$ cat src/rtws_pkg.sv
// ----------------------------------------------------------------------------
// rtws_pkg
// shared types, constants and the colour-bit to spi-bit expansion for the
// ws2812 spi bitstream encoder
// ----------------------------------------------------------------------------
package rtws_pkg;

  localparam int ColourBits   = 24;
  localparam int SpiPerBit    = 9;
  localparam int PixSpiBits   = ColourBits * SpiPerBit;  // 216
  localparam int PixBytes     = PixSpiBits / 8;          // 27
  localparam int GapW         = 10;
  localparam int CntW         = $clog2(PixBytes);

  localparam logic [GapW-1:0]      GapReset = GapW'(350);
  localparam logic [SpiPerBit-1:0] PatZero  = 9'b111000000;
  localparam logic [SpiPerBit-1:0] PatOne   = 9'b111111000;

  typedef enum logic {
    ACT_PIXEL = 1'b0,
    ACT_EOF   = 1'b1
  } action_e;

  // one queued item: what to do and the colour word already in grb order
  typedef struct packed {
    action_e               action;
    logic [ColourBits-1:0] grb;
  } entry_t;

  // head of the queue as seen by the back end
  typedef struct packed {
    logic   valid;
    entry_t entry;
  } head_t;

  // each colour bit, msb first, becomes one nine-bit pulse pattern
  function automatic logic [PixSpiBits-1:0] expand(logic [ColourBits-1:0] grb);
    logic [PixSpiBits-1:0] bits;
    bits = '0;
    for (int i = 0; i < ColourBits; i++) begin
      bits[i*SpiPerBit +: SpiPerBit] = grb[i] ? PatOne : PatZero;
    end
    return bits;
  endfunction

endpackage

$ cat src/rtws_front.sv
// ----------------------------------------------------------------------------
// rtws_front
// accepts items, classifies them and reorders colour to grb, then holds
// them in a two-entry queue for the back end
// ----------------------------------------------------------------------------
module rtws_front (
  input  logic                clk_i,
  input  logic                rst_ni,
  input  logic                in_valid_i,
  output logic                in_ready_o,
  input  logic                action_i,
  input  logic [7:0]          red_i,
  input  logic [7:0]          green_i,
  input  logic [7:0]          blue_i,
  output rtws_pkg::head_t     head_o,
  input  logic                pop_i
);

  rtws_pkg::entry_t mem_q [2];
  rtws_pkg::entry_t wr_entry;
  logic             wr_ptr_q, wr_ptr_d;
  logic             rd_ptr_q, rd_ptr_d;
  logic [1:0]       count_q, count_d;
  logic             push;
  logic             pop;

  assign in_ready_o = (count_q != 2'd2);
  assign push       = in_valid_i && in_ready_o;
  assign pop        = pop_i && (count_q != 2'd0);

  always_comb begin
    wr_entry.action = action_i ? rtws_pkg::ACT_EOF : rtws_pkg::ACT_PIXEL;
    wr_entry.grb    = {green_i, red_i, blue_i};
  end

  always_comb begin
    wr_ptr_d = push ? ~wr_ptr_q : wr_ptr_q;
    rd_ptr_d = pop ? ~rd_ptr_q : rd_ptr_q;
    count_d  = count_q + {1'b0, push} - {1'b0, pop};
  end

  always_ff @(posedge clk_i or negedge rst_ni) begin
    if (!rst_ni) begin
      wr_ptr_q <= 1'b0;
      rd_ptr_q <= 1'b0;
      count_q  <= 2'd0;
    end else begin
      wr_ptr_q <= wr_ptr_d;
      rd_ptr_q <= rd_ptr_d;
      count_q  <= count_d;
    end
  end

  always_ff @(posedge clk_i) begin
    if (push) begin
      mem_q[wr_ptr_q] <= wr_entry;
    end
  end

  assign head_o.valid = (count_q != 2'd0);
  assign head_o.entry = mem_q[rd_ptr_q];

endmodule

$ cat src/rtws_back.sv
// ----------------------------------------------------------------------------
// rtws_back
// expands the queued colour word into 216 spi bits and sends them as 27
// bytes, or sends one zero byte with the gap count at end of frame
// ----------------------------------------------------------------------------
module rtws_back (
  input  logic                        clk_i,
  input  logic                        rst_ni,
  input  logic [rtws_pkg::GapW-1:0]   gap_i,
  input  rtws_pkg::head_t             head_i,
  output logic                        pop_o,
  output logic                        out_valid_o,
  input  logic                        out_ready_i,
  output logic [7:0]                  spi_byte_o,
  output logic [rtws_pkg::GapW-1:0]   repeat_count_o,
  output logic                        last_of_run_o
);

  localparam int RestW = rtws_pkg::PixSpiBits - 8;

  logic                       active_q, active_d;
  logic [RestW-1:0]           sr_q, sr_d;
  logic [rtws_pkg::CntW-1:0]  cnt_q, cnt_d;
  logic                       out_valid_q, out_valid_d;
  logic [7:0]                 byte_q, byte_d;
  logic [rtws_pkg::GapW-1:0]  rep_q, rep_d;
  logic                       last_q, last_d;
  logic                       adv;
  logic                       emit;
  logic [rtws_pkg::PixSpiBits-1:0] exp_bits;
  logic [rtws_pkg::GapW-1:0]  gap_sat;

  assign adv      = !out_valid_q || out_ready_i;
  assign exp_bits = rtws_pkg::expand(head_i.entry.grb);
  // a zero gap still sends one byte
  assign gap_sat  = (gap_i == '0) ? rtws_pkg::GapW'(1) : gap_i;

  always_comb begin
    active_d = active_q;
    sr_d     = sr_q;
    cnt_d    = cnt_q;
    byte_d   = byte_q;
    rep_d    = rep_q;
    last_d   = last_q;
    emit     = 1'b0;
    pop_o    = 1'b0;
    if (adv) begin
      if (active_q) begin
        emit     = 1'b1;
        byte_d   = sr_q[RestW-1 -: 8];
        rep_d    = rtws_pkg::GapW'(1);
        last_d   = (cnt_q == rtws_pkg::CntW'(1));
        sr_d     = {sr_q[RestW-9:0], 8'h00};
        cnt_d    = cnt_q - rtws_pkg::CntW'(1);
        active_d = (cnt_q != rtws_pkg::CntW'(1));
      end else if (head_i.valid) begin
        emit  = 1'b1;
        pop_o = 1'b1;
        if (head_i.entry.action == rtws_pkg::ACT_EOF) begin
          byte_d = 8'h00;
          rep_d  = gap_sat;
          last_d = 1'b1;
        end else begin
          // first byte goes out now, the other 26 are shifted out next
          byte_d   = exp_bits[rtws_pkg::PixSpiBits-1 -: 8];
          rep_d    = rtws_pkg::GapW'(1);
          last_d   = 1'b0;
          sr_d     = exp_bits[RestW-1:0];
          cnt_d    = rtws_pkg::CntW'(rtws_pkg::PixBytes - 1);
          active_d = 1'b1;
        end
      end
    end
    out_valid_d = emit ? 1'b1 : (out_ready_i ? 1'b0 : out_valid_q);
  end

  always_ff @(posedge clk_i or negedge rst_ni) begin
    if (!rst_ni) begin
      active_q    <= 1'b0;
      cnt_q       <= '0;
      out_valid_q <= 1'b0;
    end else begin
      active_q    <= active_d;
      cnt_q       <= cnt_d;
      out_valid_q <= out_valid_d;
    end
  end

  always_ff @(posedge clk_i) begin
    sr_q   <= sr_d;
    byte_q <= byte_d;
    rep_q  <= rep_d;
    last_q <= last_d;
  end

  assign out_valid_o    = out_valid_q;
  assign spi_byte_o     = byte_q;
  assign repeat_count_o = rep_q;
  assign last_of_run_o  = last_q;

endmodule

$ cat src/rgb_to_ws2812_spi_bitstream_top.sv
// ----------------------------------------------------------------------------
// rgb_to_ws2812_spi_bitstream_top
// rgb pixel to ws2812 spi byte stream encoder with end-of-frame reset gap
// ----------------------------------------------------------------------------
//  channel  | handshake              | payload
//  ---------+------------------------+-------------------------------------
//  in       | in_valid_i/in_ready_o  | action_i, red_i, green_i, blue_i
//  out      | out_valid_o/out_ready_i| spi_byte_o, repeat_count_o,
//           |                        | last_of_run_o
//  cfg      | cfg_we_i               | cfg_wdata_i (reset_gap_bytes)
//
// a pixel gives 27 bytes, one per cycle from the back end's shift register
// while out_ready_i is high; end of frame gives one byte. items queue two
// deep between front and back, and an accepted item passes through the
// queue register and then the output register. reset clears the queue and
// output valid and sets the gap register to 350. out stalls hold the output
// register and back the queue up into in_ready_o.
module rgb_to_ws2812_spi_bitstream_top (
  input  logic                       clk_i,
  input  logic                       rst_ni,
  input  logic                       cfg_we_i,
  input  logic [rtws_pkg::GapW-1:0]  cfg_wdata_i,
  input  logic                       in_valid_i,
  output logic                       in_ready_o,
  input  logic                       action_i,
  input  logic [7:0]                 red_i,
  input  logic [7:0]                 green_i,
  input  logic [7:0]                 blue_i,
  output logic                       out_valid_o,
  input  logic                       out_ready_i,
  output logic [7:0]                 spi_byte_o,
  output logic [rtws_pkg::GapW-1:0]  repeat_count_o,
  output logic                       last_of_run_o
);

  logic [rtws_pkg::GapW-1:0] gap_q, gap_d;
  rtws_pkg::head_t           head;
  logic                      pop;

  assign gap_d = cfg_we_i ? cfg_wdata_i : gap_q;

  always_ff @(posedge clk_i or negedge rst_ni) begin
    if (!rst_ni) begin
      gap_q <= rtws_pkg::GapReset;
    end else begin
      gap_q <= gap_d;
    end
  end

  rtws_front u_front (
    .clk_i      (clk_i),
    .rst_ni     (rst_ni),
    .in_valid_i (in_valid_i),
    .in_ready_o (in_ready_o),
    .action_i   (action_i),
    .red_i      (red_i),
    .green_i    (green_i),
    .blue_i     (blue_i),
    .head_o     (head),
    .pop_i      (pop)
  );

  rtws_back u_back (
    .clk_i          (clk_i),
    .rst_ni         (rst_ni),
    .gap_i          (gap_q),
    .head_i         (head),
    .pop_o          (pop),
    .out_valid_o    (out_valid_o),
    .out_ready_i    (out_ready_i),
    .spi_byte_o     (spi_byte_o),
    .repeat_count_o (repeat_count_o),
    .last_of_run_o  (last_of_run_o)
  );

endmodule
$ cat config.mk
export PLATFORM = sky130hd
export DESIGN_NAME = rgb_to_ws2812_spi_bitstream_top
export DESIGN_NICKNAME = d
export VERILOG_FILES = /design/src/rtws_pkg.sv /design/src/rtws_front.sv /design/src/rtws_back.sv /design/src/rgb_to_ws2812_spi_bitstream_top.sv
export SDC_FILE = /design/constraint.sdc
export NUM_CORES = 1
export LEC_CHECK = 0
export ABC_AREA = 1
export BUFFER_PORTS_ARGS = -buffer_cell sky130_fd_sc_hd__buf_4
export CAP_MARGIN = 10
export CORE_MARGIN = 2
export CORE_UTILIZATION = 65
export CTS_CLUSTER_SIZE = 25
export DETAILED_ROUTE_END_ITERATION = 10
export GPL_ROUTABILITY_DRIVEN = 0
export MAX_ROUTING_LAYER = met4
export PLACE_DENSITY_LB_ADDON = 0.25
export RECOVER_POWER = 100
export SLEW_MARGIN = 20
export SYNTH_ARGS = -nofsm -noshare
export SYNTH_HDL_FRONTEND = slang
export SYNTH_HIERARCHICAL = 1
export SYNTH_SLANG_ARGS = --single-unit
$ cat constraint.sdc
create_clock -name clk_i -period 6.48 [get_ports clk_i]
set_input_delay 0.648 -clock clk_i [delete_from_list [all_inputs] [get_ports clk_i]]
set_output_delay 0.648 -clock clk_i [all_outputs]
set_load 0.05 [all_outputs]
======== Yosys cells after proc, flatten, opt, wreduce, memory -nomap -nowiden ========
Memories as Yosys holds them, arrays and structs flattened.
Cells that the tools add are included.
operators by class
  add/sub/neg operators ................... 3
  equal/unequal tests ..................... 4
  muxes and demuxes ....................... 52
  bitwise operators ....................... 2
  reduce and logical (&&, ||, !) cells .... 10
operators with widths
  cell                 count
  $mux 208             3
  $mux 6               24
  $mux 10              3
  $mux 8               3
  $mux 1               16
  $mux 5               3
  $logic_not 10->1     1
  $reduce_bool 2->1    3
  $eq 5x1->1 const B   1
  $ne 5x1->1 const B   1
  $sub 5x1->5 const B  1
  $reduce_and 3->1     1
  $add 2x1->2          1
  $logic_and 1x1->1    2
  $ne 2x1->1 const B   1
  $ne 2x2->1 const B   1
  $not 1->1            2
  $reduce_and 2->1     1
  $sub 2x1->2          1
  $logic_not 1->1      1
  $logic_or 1x1->1     1
storage, ports and cells
  register bits ........................... 248
  RAM bits ................................ 50
  input bits .............................. 40
  output and inout port bits .............. 21
  memories kept ........................... 1
memories
  name           depth  width  read ports  clocked after Yosys merged registers in  write ports  RTL line          source
  u_front.mem_q  2      25     1           0                                        1            rtws_front.sv:19  rtws_pkg::entry_t mem_q [2];

======== Longest topological paths before layout ========
  word-level depth ........................ 6
  mapped depth ............................ 13
  gate-level depth less buffers ........... 12

======== Cells and area by module ========
The synthesis kept the hierarchy.
modules (own cells, without submodules)
  module                           times used  cells an instance  area an instance (µm²)  sequential area each (µm²)
  rtws_back                        1           679                8559.5                  6511.2
  rtws_front                       1           162                2085.8                  1601.5
  rgb_to_ws2812_spi_bitstream_top  1           42                 385.4                   257.7

======== Least setup slack after synthesis ========
Ideal clock, no wire load.
  path type ............................... register -> register
  from .................................... reg u_front.rd_ptr_q
  to ...................................... reg u_back.sr_q[100] (enable)
  library setup time ...................... 493 ps
  data arrival time ....................... 3653 ps
  required time ........................... 5987 ps
  slack ................................... 2333 ps
  stages on the path, launching flop included .. 8
  path buffers ............................ 1
  period minus slack after synthesis ...... 4147 ps
  cell sequence ........................... dfrtp_1 -> buf_6 -> inv_8 -> nand2_1 -> nand2_1 -> inv_2 -> a21oi_2 -> nor2_4
RTL lines
  item                    RTL line          source
  from (decl)             rtws_front.sv:22  logic rd_ptr_q, rd_ptr_d;
  from (signal assigned)  rtws_front.sv:49  rd_ptr_q <= rd_ptr_d;
  to (signal assigned)    rtws_back.sv:90   sr_q <= sr_d;
  to (decl)               rtws_back.sv:22   logic [RestW-1:0] sr_q, sr_d;

==> results.md <==
- The cell with the most instances on the worst path is nand2_1.
- The final number of setup-violating endpoints is 0.
- Max-cap violations in this run came to 2.
- The run finished, with violations left.
- The core region area is ~0.017 sq mm.
- The post-synthesis to final-layout area growth is 11.3%.
- The slew at the pin closest to its max-slew limit is approximately 2.1 ns.
- The static leakage is roughly 5.2 nW.
- The final critical-path share of the clock period is 0.671.
- The worst hold path begins at cfg_wdata_i[7].
- The reg2reg setup slack is between 2 and 2.5 ns.
- The wire length of the first global-routing pass is 29100 microns.
- The net count after synthesis is ~930.
- Hold timing on the final database bottoms out at a slack of between 0.3 and 0.4 ns.
- The worst hold path depth is 3.
- The clock transition at the registers of the reported paths is 0.06 ns.
- The number of buffers inserted during clock tree synthesis is 28.
- The final design instance area without fill is around 0.012 sq mm.
- The die is roughly 130 microns wide.
- In this run the clock root is driven by a clkbuf_16.
- The later pin in the worst-skew pair is clocked with a latency of 0.53 ns.
- The internal power consumption is ~4.4 mW.
- Of the synthesized area, sequential elements account for 0.759.
- Entering global routing, the biggest net connects approximately 200 pins.
- In the routed design, unresolved DRC markers number 0.
- The worst hold path endpoint is gap_q[7]$_DFFE_PN0P_.
- The ratio of cells with drive above 1 in the final layout is 0.0734.
- Of the total power, combinational logic draws 0.249.
- The endpoint of the most critical register-to-register path is u_back/sr_q[201]$_DFFE_PP_.
- The placed instance count is roughly 1100.
- The first TritonRoute pass finished after 5 iterations.
- The number of register bits inferred by synthesis is 282.
- The H-tree depth is 1.
- The Yosys step of the flow raised 6 warnings.
- The total overflow left after global routing is 0.
- The deepest clock path buffer count is 3.
- The number of cells in the finished layout apart from fillers is between 1000 and 1500.
- The number of endpoints with negative hold slack in the final report is 0.
- In this run the power density over the cells is about 530 mW/mm^2.
- The sequential share of power is 0.511.
- Walking the worst path, the cells encountered are clkinvlp_2, nand2_1, nand2_1, inv_1, a21oi_1, nor2_1, buf_12.
- The count of mapped cells out of synthesis is 883.
- The endpoint required time on the critical path is 6.62 ns.
- After detailed routing, the number of vias per cell comes to 5.11.
- The launching point of the worst reg2reg path is u_front/rd_ptr_q$_DFFE_PN0P_.
- The startpoint class of the critical path is a flop.
- The final-report max-slew violation count is approximately 140.
- The sequential cell area is approximately 0.0084 sq mm.
- Across the VDD grid, the largest voltage drop is ~0.36 mV.
- The delay of the slowest cell on the worst path is between 1 and 1.5 ns.
- The analysis attributes to net switching a power of 2.07 mW.
- The worst setup path category is reg2reg.
- The total wire length after detailed routing is between 15000 and 20000 microns.
- The mean cell area of the mapped netlist is ~12 sq um.
- The cell depth of the worst flop-to-flop path is 7.
- The overall routing resource usage is 0.212.
- The maximum net fanout on the critical path is 200.
- The detail route stage leaves a number of antenna-violating nets equal to 0.
- The share of total power dissipated in the clock network is 0.240.
- The worst hold path belongs to the class in2reg.
- The most critical setup path has its startpoint at u_front/rd_ptr_q$_DFFE_PN0P_.
- Clock tree synthesis found a total of 282 sinks.
- In this run the tightest slew margin relative to its limit is -0.382.
- In this run the count of I/O pins placed on the die edge is 61.
- In this run the cell area of the synthesized design comes to 0.0110 sq mm.
- The total area of multi-input combinational cells is roughly 0.0020 sq mm.
- The post-CTS setup buffer count is 0.
- The number of distinct library cells after synthesis is 27.
- Setup repair after global routing left no endpoint under its margin.
- The placed instances occupy a cell area of between 0.01 and 0.015 sq mm.
- The floorplan has 47 rows.
- The checks that failed: max-capacitance violations, max-slew violations.
- The setup TNS after final layout is 0 ns.
- After the first detailed-routing iteration, the DRC count stood at 556.
- The starting utilization of the core area is 0.665.
- The number of antenna violations at the first check in global routing is 0.
- For this design, the slowest cell found on the critical path is clkinvlp_2.
- The area of the die is ~0.018 sq mm.
- Fill cells in the final layout number 1074.
- The post-layout net count is 991.
- The quantity of I/O buffers inserted on ports is 60.
- Detailed placement ended at an HPWL of roughly 10000 microns.
- The arrival time reported for the critical path endpoint is between 4 and 5 ns.
- The clock tree from TritonCTS is built.
- The minimum clock period is around 4.3 ns.
- The final core utilization is 0.740.
- Timing would allow up to between 0.2 and 0.25 GHz.
- The share of total power consumed by net switching is 0.319.
- The critical path capture point type is a flop.
- The via count of the first global-routing pass is between 6000 and 7000.
- The clock tree skew after final layout is between 0.009 and 0.01 ns.
- Dividing the detail-routed wire length by the instance count gives between 10 and 15 microns.
- The number of vias after detailed routing is ~6100.
- In this run the vertical extent of the chip is 134 microns.
- The number of diodes is 0.
cells by family after synthesis:
kind of cell               count (synthesis)  synth area share
DFF                                      282             0.759
buffers and inverters                    128            0.0557
xor gates and xnor gates                   1          0.000794
adders and majority gates                  4           0.00454
AOI/OAI and AO/OA                          6           0.00431
and+or+nand+nor                          462             0.176
stage by stage:
stage / setup slack (ns) / power, mW
after floorplan: 2.33 / 4.64
after global placement: 3.49 / 4.94
after detailed placement: 3.43 / 5.04
after CTS: 3.40 / 6.63
after global routing: 1.75 / 6.88
final: 2.13 / 6.49
area by class of cell:
| type | count | area share |
|---|---|---|
| multi-input combinational | 473 | 0.164 |
| clock buffer | 39 | 0.0654 |
| inverter | 97 | 0.0300 |
| clock inverter | 11 | 0.00805 |
| sequential | 282 | 0.682 |
| timing repair buffer | 65 | 0.0288 |
| tap | 220 | 0.0224 |
flip-flops by register name, indices dropped and copies added, names as in the netlist:
signal / cells
u_front/rd_ptr_q: 1
u_back/active_q: 1
gap_q: 10
u_back/cnt_q: 5
u_back/repeat_count_o: 10
u_front/count_q: 2
u_back/out_valid_o: 1
u_back/sr_q: 192
u_back/spi_byte_o: 8
u_back/last_of_run_o: 1
u_front/mem_q: 50
u_front/wr_ptr_q: 1
cells in the final DEF (no fill, tap or decap), drive strengths merged:
master,n
nand2,359
edfxtp,261
inv,94
clkbuf,89
or2,59
nor2,30
dfrtp,15
buf,14
nand3,12
clkinv,10
dfstp,6
ha,4
o21ai,4
bufinv,2
clkinvlp,2
dlygate4sd3,1
a21oi,1
nand4,1
xor2,1
o21bai,1
nand3b,1
power by group through the flow:
stage                     Clock [mW]  Sequential, mW  Combinational, mW
after CTS                       1.59            3.33               1.71
after detailed placement           0            3.36               1.68
after global placement             0            3.33               1.61
after floorplan                    0            3.44               1.20
final                           1.56            3.31               1.62
after global routing            1.66            3.38               1.84
critical path, delay by kind of cell (launching register included):
| kind | cells | cell delay (ns) |
|---|---|---|
| buffers and inverters | 3 | 2.05 |
| flip-flops | 1 | 1.00 |
| AND/OR/NAND/NOR | 3 | 0.61 |
| AO/OA/AOI/OAI | 1 | 0.07 |
layer usage:
metal  global-route usage  wire [microns]  share of wire
met1                0.277            7770           0.44
met2                0.354            9090           0.51
met3               0.0306             573          0.032
met4               0.0579             367          0.021
met5                    -               0              0
how the worst max path moves through the flow:
stage	slack (ns)	to
floorplan	2.33	u_back/sr_q[100]$_SDFFCE_PN0P_
global placement	3.49	u_back/sr_q[56]$_SDFFCE_PN0P_
detailed placement	3.43	u_back/cnt_q[1]$_DFFE_PN0P_
CTS	3.40	u_back/sr_q[151]$_SDFFCE_PN1P_
global route	1.75	u_back/cnt_q[4]$_DFFE_PN0P_
finish	2.13	u_back/sr_q[201]$_DFFE_PP_
Yosys cell counts:
master / n / area share
a21oi_2: 1 / 0.00079
buf_2: 8 / 0.0036
buf_4: 15 / 0.010
buf_6: 6 / 0.0061
buf_8: 1 / 0.0014
clkbuf_2: 1 / 0.00045
dfrtp_1: 15 / 0.034
dfstp_2: 6 / 0.014
edfxtp_1: 261 / 0.71
ha_1: 4 / 0.0045
inv_1: 91 / 0.031
inv_2: 4 / 0.0014
inv_4: 1 / 0.00057
inv_8: 1 / 0.0010
nand2_1: 354 / 0.12
nand2_2: 5 / 0.0028
nand3_1: 12 / 0.0054
nand3b_1: 1 / 0.00068
nand4_1: 1 / 0.00057
nor2_1: 28 / 0.0095
nor2_4: 1 / 0.0010
nor2_8: 1 / 0.0018
o21ai_0: 3 / 0.0014
o21ai_1: 1 / 0.00045
o21bai_4: 1 / 0.0017
or2_1: 59 / 0.033
xor2_1: 1 / 0.00079
repair_timing:
action / CTS / global route
hold buffers: 1 / 0
hold endpoints to repair: 15 / 0
resized for setup: 0 / 0
(Power assumes the default switching activity.)
